<file path="src/rtl/ihwq_pkg.sv">
// shared types and constants for the integral histogram window query block
package ihwq_pkg;

    localparam int MaxRows = 64;
    localparam int MaxCols = 64;
    localparam int Bins    = 256;

    localparam int RowW   = $clog2(MaxRows);
    localparam int ColW   = $clog2(MaxCols);
    localparam int BinW   = $clog2(Bins);
    localparam int CountW = 13;
    localparam int AddrW  = RowW + ColW + BinW;
    localparam int HistW  = 7;

    localparam logic [1:0] CfgRows = 2'd0;
    localparam logic [1:0] CfgCols = 2'd1;
    localparam logic [1:0] CfgSide = 2'd2;

    localparam logic ReqLoad  = 1'b0;
    localparam logic ReqQuery = 1'b1;

    // corner read order for a query
    localparam logic [1:0] CornerTl = 2'd0;
    localparam logic [1:0] CornerBr = 2'd1;
    localparam logic [1:0] CornerTr = 2'd2;
    localparam logic [1:0] CornerBl = 2'd3;

    typedef struct packed {
        logic             load_start;
        logic             load_bin_step;
        logic             load_finish;
        logic             query_start;
        logic             query_read;
        logic [1:0]       corner;
        logic             query_acc;
        logic             query_finish;
    } t_cmd;

    typedef struct packed {
        logic             bin_last;
    } t_status;

endpackage

</file>
<file path="src/rtl/ihwq_ctrl.sv">
// controller: sequences load sweeps and query reads, owns the stream handshake
module ihwq_ctrl (
    input  logic                 i_clk,
    input  logic                 i_rst_n,
    input  logic                 i_valid,
    input  logic                 i_req_type,
    output logic                 o_ready,
    output logic                 o_valid,
    input  logic                 i_out_ready,
    input  ihwq_pkg::t_status    i_status,
    output ihwq_pkg::t_cmd       o_cmd
);

    localparam logic [2:0] StIdle  = 3'd0;
    localparam logic [2:0] StLoad  = 3'd1;
    localparam logic [2:0] StDrain = 3'd2;
    localparam logic [2:0] StQuery = 3'd3;
    localparam logic [2:0] StAcc   = 3'd4;
    localparam logic [2:0] StDone  = 3'd5;

    logic [2:0] r_state, n_state;
    logic [1:0] r_corner, n_corner;
    logic       r_out_v, n_out_v;
    logic       accept;

    assign o_ready = (r_state == StIdle);
    assign accept  = i_valid && o_ready;
    assign o_valid = r_out_v;

    always_comb begin
        n_state  = r_state;
        n_corner = r_corner;
        n_out_v  = r_out_v && !i_out_ready;
        o_cmd    = '0;
        o_cmd.corner = r_corner;
        unique case (r_state)
            StIdle: begin
                if (accept && i_req_type == ihwq_pkg::ReqLoad) begin
                    o_cmd.load_start = 1'b1;
                    n_state = StLoad;
                end else if (accept) begin
                    o_cmd.query_start = 1'b1;
                    n_corner = ihwq_pkg::CornerTl;
                    n_state = StQuery;
                end
            end
            StLoad: begin
                o_cmd.load_bin_step = 1'b1;
                if (i_status.bin_last) n_state = StDrain;
            end
            StDrain: begin
                o_cmd.load_finish = 1'b1;
                n_state = StIdle;
            end
            StQuery: begin
                o_cmd.query_read = 1'b1;
                n_corner = r_corner + 2'd1;
                if (r_corner == ihwq_pkg::CornerBl) n_state = StAcc;
            end
            StAcc: begin
                o_cmd.query_acc = 1'b1;
                n_state = StDone;
            end
            StDone: begin
                if (!r_out_v || i_out_ready) begin
                    o_cmd.query_finish = 1'b1;
                    n_out_v = 1'b1;
                    n_state = StIdle;
                end
            end
            default: n_state = StIdle;
        endcase
    end

    always_ff @(posedge i_clk) begin
        if (!i_rst_n) begin
            r_state  <= StIdle;
            r_corner <= '0;
            r_out_v  <= 1'b0;
        end else begin
            r_state  <= n_state;
            r_corner <= n_corner;
            r_out_v  <= n_out_v;
        end
    end

endmodule

</file>
<file path="config.mk">
export PLATFORM = sky130hd
export DESIGN_NAME = ihwq_ctrl
export DESIGN_NICKNAME = d
export VERILOG_FILES = /design/src/rtl/ihwq_pkg.sv /design/src/rtl/ihwq_ctrl.sv
export SDC_FILE = /design/constraint.sdc
export NUM_CORES = 1
export LEC_CHECK = 0
export BUFFER_PORTS_ARGS = -buffer_cell sky130_fd_sc_hd__buf_2
export CORE_AREA = 2 2 39 41
export CTS_CLUSTER_SIZE = 40
export DETAILED_ROUTE_END_ITERATION = 7
export DIE_AREA = 0 0 41 43
export PLACE_DENSITY = 0.6
export SYNTH_ARGS = -nofsm -noshare
export SYNTH_HDL_FRONTEND = slang
export SYNTH_SLANG_ARGS = --single-unit
</file>
<file path="constraint.sdc">
create_clock -name i_clk -period 1.9 [get_ports i_clk]
set_input_delay 0.38 -clock i_clk [delete_from_list [all_inputs] [get_ports i_clk]]
set_output_delay 0.38 -clock i_clk [all_outputs]
set_load 0.05 [all_outputs]
</file>
Word-level counts from Yosys, hierarchy flattened --
Cells that the tools add are included.
Word-level totals: bits in registers 6, output and inout port bits 11
Operators by class: equality and inequality tests 12, bitwise gates (word level) 1, reductions and logical operators 10, muxes and demuxes 22, add/subtract/negate cells 1
Operators with widths (number):
- 3-bit two-way mux | 5
- 3-bit one-hot mux with 5 select lines | 1
- 1-bit two-way mux | 13
- 2-bit inequality test, second input constant | 4
- 3-bit by 2-bit == test with 1-bit output, second input constant | 2
- 3-bit == test, second input constant | 2
- 2-bit two-way mux | 2
- 2-bit one-hot mux with 2 select lines | 1
- 4-bit AND reduction | 1
- 3-bit by 1-bit == test with 1-bit output, second input constant | 1
- 1-bit logical AND | 3
- 3-bit zero test | 1
- 3-bit by 1-bit inequality test with 1-bit output, second input constant | 1
- 3-bit AND reduction | 1
- 2-bit by 1-bit adder with 2-bit output, second input constant | 1
- 2-bit == test, second input constant | 1
- 1-bit zero test | 2
- 2-bit by 1-bit inequality test with 1-bit output, second input constant | 1
- 2-bit nonzero test | 1
- 1-bit logical OR | 1
- 1-bit NOT | 1

Longest topological paths before layout --
Gate-level depths: netlist of run 1.
word-level depth 5, mapped depth 4

Worst setup path before layout of run 1 --
No wires, ideal clock.
path kind reg-to-output, from register r_state[2], to output o_cmd[8] in the netlist's numbering, cell stages (with the launch flop) 4, setup slack -830 ps, data arrival time 2350 ps, buffers on the path 0, cell sequence dfxtp_1 -> nor3_1 -> nand2_1 -> nor2_1
RTL lines:
- start: declaration | RTL line ihwq_ctrl.sv:21 | logic [2:0] r_state, n_state;
- start signal: assignment | RTL line ihwq_ctrl.sv:77 | r_state <= StIdle;
- start signal: assignment | RTL line ihwq_ctrl.sv:81 | r_state <= n_state;
- end: declaration | RTL line ihwq_ctrl.sv:11 | output ihwq_pkg::t_cmd o_cmd

==> results of run 1 <==
-- per-layer routing --
metal,global-route usage,vias up,part of all wire
met3,0.0471,4,0.076
met2,0.159,16,0.42
met4,0.100,0,0.023
li1,-,204,-
met1,0.165,178,0.48
met5,0,-,0
-- sequential cells by signal, indices dropped and copies added, names as in the netlist --
name and cells:
o_valid 1, r_state 3, r_corner 2
-- how the worst max path moves through the flow --
| stage | to | cells after the start | startpoint | slack [ns] |
|---|---|---|---|---|
| 2_1_floorplan | o_cmd[8] | 3 | r_state[2]$_SDFFE_PN0P_ | -0.15 |
| 3_3_place_gp | o_cmd[5] | 3 | r_state[2]$_SDFFE_PN0P_ | 0.37 |
| 3_5_place_dp | o_cmd[5] | 3 | r_state[2]$_SDFFE_PN0P_ | 0.34 |
| 4_1_cts | o_cmd[5] | 3 | r_state[2]$_SDFFE_PN0P_ | 0.07 |
| 5_1_grt | o_cmd[5] | 3 | r_state[2]$_SDFFE_PN0P_ | 0.02 |
| 6_report | o_cmd[0] | 3 | r_state[2]$_SDFFE_PN0P_ | 0.09 |
-- placed cells by master, fill, tap and decap left out --
master,count
buf_2,16
dfxtp_1,6
nand2_1,4
a21oi_1,4
inv_1,3
clkbuf_4,3
nand2b_1,2
nor2_1,2
nor3b_2,2
nand3b_1,2
o21ai_0,2
a31oi_1,2
nand3_1,2
and2b_1,2
and3b_2,1
nor3_4,1
nor2_2,1
and3_2,1
a211o_2,1
o21ai_2,1
nand4bb_1,1
nand4b_1,1
o21ai_1,1
a211oi_2,1
a21o_1,1
ha_1,1
-- synth_stat cells --
cell	count
inv_1	3
ha_1	1
and3_2	1
nand3b_1	2
nand2_1	4
nand4bb_1	1
and2b_1	2
nand3_1	2
a31oi_1	2
buf_2	1
a211oi_2	1
and3b_2	1
buf_6	2
nor3b_1	2
nor2_1	3
nor3_1	1
nand2b_1	2
o21ai_2	1
a211o_2	1
nand4b_1	1
dfxtp_1	6
a21oi_1	4
a21o_1	1
o21ai_0	2
o21ai_1	1
-- power groups by stage --
stage | Sequential [W] | Combinational [W] | Clock (W)
4_1_cts | 0.000150 | 0.000115 | 0.000128
3_5_place_dp | 0.000152 | 0.000115 | 0
6_report | 0.000152 | 0.000116 | 0.000125
3_3_place_gp | 0.000152 | 0.000114 | 0
5_1_grt | 0.000154 | 0.000124 | 0.000135
2_1_floorplan | 0.000143 | 0.000103 | 0
-- logic make-up (layout without fill, tap and decap cells) --
| logic type | after synthesis | count (layout) | share of synthesized area |
|---|---|---|---|
| flip-flops | 6 | 6 | 0.305 |
| adder cells (fa/ha/maj) | 1 | 1 | 0.0317 |
| AO/OA/AOI/OAI | 13 | 13 | 0.219 |
| buffers and inverters | 6 | 22 | 0.0984 |
| AND/OR/NAND/NOR | 22 | 22 | 0.346 |
-- cell type report --
cell class / count / area share
sequential: 6 / 0.234
inverter: 3 / 0.0220
timing repair buffer: 16 / 0.156
clock buffer: 3 / 0.0439
tap: 16 / 0.0390
multi-input combinational: 36 / 0.505
-- worst register-to-register path, cell delays in order, from the launching register on --
cell,delay [ns]
dfxtp_1,0.60
nand4bb_1,0.27
nand3_1,0.12
a31oi_1,0.19
-- metrics by stage --
step / TNS [ns] / utilization
after detailed placement: 0 / 0.350
after global routing: 0 / 0.371
final: 0 / 0.371
after floorplan: -0.175 / -
after CTS: 0 / 0.366
after global placement: 0 / 0.350
==> run metrics, run 1 <==
sw frac 0.382; share of the synthesized area in the top cell type 0.305; Max Freq 553 MHz; H-tree lvl count 1; Largest delay share family, worst path flip-flops; core area 0.00138 mm^2; clock buffer depth 2; DRC Markers 0; routed len/inst 12.4 um; reg2reg start r_state[0]$_SDFFE_PN0P_; Post-DP Area 484 um^2; Critical Path, Cell by Cell nand3b_1 > a21oi_1 > buf_2; RSZ-0062 raised after global routing no; syn_nets 55; Final Cycle Share 0.951; CTS Buf Count 3; part of the Yosys area used for sequential elements 0.305; crit path time final 1.81 ns; clock slew at reported path FFs 0.05 ns; Synth Warn # 0; Setup Buffers After CTS 0; Avg Inst Size Synth 8.21 um^2; Slew headroom 0.678; Placed Cells incl. Taps 77; Mapped Cells 48; Pwr Density 765 mW/mm^2; crit-path max cell delay 0.61 ns; final hold vios 0; Post-DP HPWL 655 um; r2r setup slk 0.64 ns; Worst Max-Slew Pin Slew 0.483 ns; number of library cell types mapped by synthesis 25; Initial Utilization 0.285; die area 0.00176 mm^2; Die W 41 um; Critical Path AT 1.43 ns; Max FO, Critical Path 12; Static Leak 0.247 nW; Routed Antenna Nets 0; FF/Latch Area 120 um^2; register bit count reported by yosys 6; status finished, final reports clean; PortBufs 16; Setup crit start kind flop; area of the multi-input gates 259 um^2; Worst Path Class, Setup reg -> out; TritonCTS clock tree done; number of hold buffers added after cts 0; Pwr Total 0.000393 W; clk_lat worst skew 0.25 ns; Iteration-0 DRC Markers 8; Worst setup EP type primary output; CTS resizes 0; CP Buf/Inv Count 1; R2R cell count 3; First-pass DRT Iterations 4; initial antenna violation count 0; total gr overflow 0; dominant cell type by area after synthesis dfxtp_1; diodes inserted 0; Max-Cap Viols 0; GPL Wtd Cong 0.784; top post-synthesis cells by area dfxtp_1, buf_6, a21oi_1, and2b_1, nand2_1; RR Endpoint r_corner[1]$_SDFFE_PN0P_; Sw Pwr 0.000150 W; Rows 14; die height 43 um; skew final 0.00512 ns; share of post-route cells with drive strength above 1 0.438; area delta synth->final 30.2%; Final Setup Violations 0; Post-Route WL 994 um; hold_ws 0.396 ns; clock network power share 0.318; min-delay src i_rst_n; Vias/cell 5.03; largest net degree at the start of global routing 14; Logic pwr share 0.296; first-pass GRT wire length 1410 um; vias in the first global route 333; setup slack after layout 0.0928 ns; Fillers 142; Root Buffer clkbuf_4; cell area after layout 513 um^2; Critical Path RT 1.52 ns; Cell Int Power 0.000243 W; Seq pwr share 0.386; peak supply drop 0.302 mV; Post-Place Worst Slack 0.336 ns; I/O Pins 17; slowest CP cell dfxtp_1; worst hold path type in -> reg; Worst Hold Depth 3; total track usage 0.127; CTS sink count 6; Finished Layout Cells 80; total vias in the final route 402; fin. max-slew vios 0; mapped cell area 394 um^2; Nets 73; WHS Endpoint r_corner[0]$_SDFFE_PN0P_
Note: power is estimated with default switching activity, not from simulation.
==> run 2: changes to the inputs <==
Settings changed: PLACE_DENSITY 0.6 to 0.52.
==> run metrics, run 2 (same netlist as run 1, synthesis figures left out) <==
total gr overflow 0 (unchanged); routed len/inst 10.8 um (-13%); DRC Markers 0 (unchanged); commonest non-fill, non-tap cells in the layout buf_2, dfxtp_1, nand2_1, a21oi_1; peak supply drop 0.273 mV (-9.4%); Root Buffer clkbuf_4; Routed Antenna Nets 0 (unchanged); initial antenna violation count 0 (unchanged); Slew headroom 0.714 (+0.0360); total track usage 0.116 (-0.0111); Max Freq 552 MHz (-0.17%); core area 0.00138 mm^2 (unchanged); most common cell after layout, fill and taps aside buf_2; area delta synth->final 28.6%; final hold vios 0 (unchanged); number of hold buffers added after cts 0 (unchanged); Setup crit start kind flop; TritonCTS clock tree done; diodes inserted 0 (unchanged); largest net degree at the start of global routing 14 (unchanged); Critical Path RT 1.52 ns (about the same); Nets 73 (unchanged); Max FO, Critical Path 12 (unchanged); Vias/cell 5.14 (+2.2%); First-pass DRT Iterations 4 (unchanged); die area 0.00176 mm^2 (unchanged); Worst Path Class, Setup reg -> out; I/O Pins 17 (unchanged); die height 43 um (unchanged); H-tree lvl count 1 (unchanged); r2r setup slk 0.69 ns (+0.05 ns); skew final 0.000197 ns (-0.00493 ns); Pwr Density 752 mW/mm^2 (-1.8%); hold_ws 0.403 ns (+0.00636 ns); Max-Cap Viols 0 (unchanged); Iteration-0 DRC Markers 10 (+2); Post-Route WL 862 um (-13%); CTS resizes 0 (unchanged); CTS sink count 6 (unchanged); vias in the first global route 326 (-2.1%); Finished Layout Cells 80 (unchanged); Setup Buffers After CTS 0 (unchanged); CTS Buf Count 3 (unchanged); Die W 41 um (unchanged); PortBufs 16 (unchanged); worst hold path type in -> reg; clk_lat worst skew 0.24 ns (about the same); clock slew at reported path FFs 0.04 ns (about the same); Worst setup EP type primary output; first-pass GRT wire length 1380 um (-2.4%); Critical Path AT 1.43 ns (about the same); clock buffer depth 2 (unchanged); Placed Cells incl. Taps 77 (unchanged); Static Leak 0.245 nW (-0.55%); Initial Utilization 0.285 (unchanged); Pwr Total 0.000381 W (-3.0%); Final Setup Violations 0 (unchanged); total vias in the final route 411 (+2.2%); Rows 14 (unchanged); share of post-route cells with drive strength above 1 0.438 (unchanged); RSZ-0062 raised after global routing yes; Post-DP HPWL 643 um (-1.8%); max FFs per register 3 (unchanged); Final Cycle Share 0.953 (+0.00162); GPL Wtd Cong 0.703 (-10%); status finished, final reports clean; fin. max-slew vios 0 (unchanged); Largest Register r_state; Worst Max-Slew Pin Slew 0.429 ns (-0.0539 ns); crit path time final 1.81 ns (+0.00307 ns); Setup TNS Final 0 ns (unchanged)
run 2: worst paths after layout:
path / from / endpoint / cells after the start
max: r_state[2]$_SDFFE_PN0P_ / o_cmd[5] / 3
min: i_rst_n / r_corner[0]$_SDFFE_PN0P_ / 3
max reg2reg: r_state[2]$_SDFFE_PN0P_ / r_state[0]$_SDFFE_PN0P_ / 3
min reg2reg: r_corner[1]$_SDFFE_PN0P_ / r_corner[1]$_SDFFE_PN0P_ / 2
run 2: worst max-delay path: stages, from the launching register on:
cell and delay [ns]:
dfxtp_1 0.43, nor3_2 0.30, and3_2 0.21, buf_2 0.25
run 2: layer usage:
| metal | track usage | routed length, um |
|---|---|---|
| met2 | 0.141 | 394 |
| met5 | 0 | 0 |
| met1 | 0.168 | 362 |
| met3 | 0.0471 | 105 |
| met4 | 0.0600 | 0 |
run 2: metrics by stage:
| stage | setup WS [ns] | util | cell area [um^2] |
|---|---|---|---|
| 2_1_floorplan | -0.146 | - | 412 |
| 3_3_place_gp | 0.358 | 0.350 | 484 |
| 3_5_place_dp | 0.337 | 0.350 | 484 |
| 4_1_cts | 0.0721 | 0.366 | 507 |
| 5_1_grt | -0.00951 | 0.366 | 507 |
| 6_report | 0.0897 | 0.366 | 507 |
run 2: where the power goes:
part / internal [W] / switching [W] / leakage (nW)
sequential: 0.000132 / 0.0000178 / 0.0488
clock: 0.0000714 / 0.0000454 / 0.0138
combinational: 0.0000366 / 0.0000773 / 0.183
run 2: layout make-up:
class / instances / area, um^2
Tap cell: 16 / 20.0
Inverter: 3 / 11.3
Sequential cell: 6 / 120
Timing Repair Buffer: 16 / 80.1
Clock buffer: 3 / 22.5
Multi-Input combinational cell: 36 / 253
Fill cell: 154 / 877
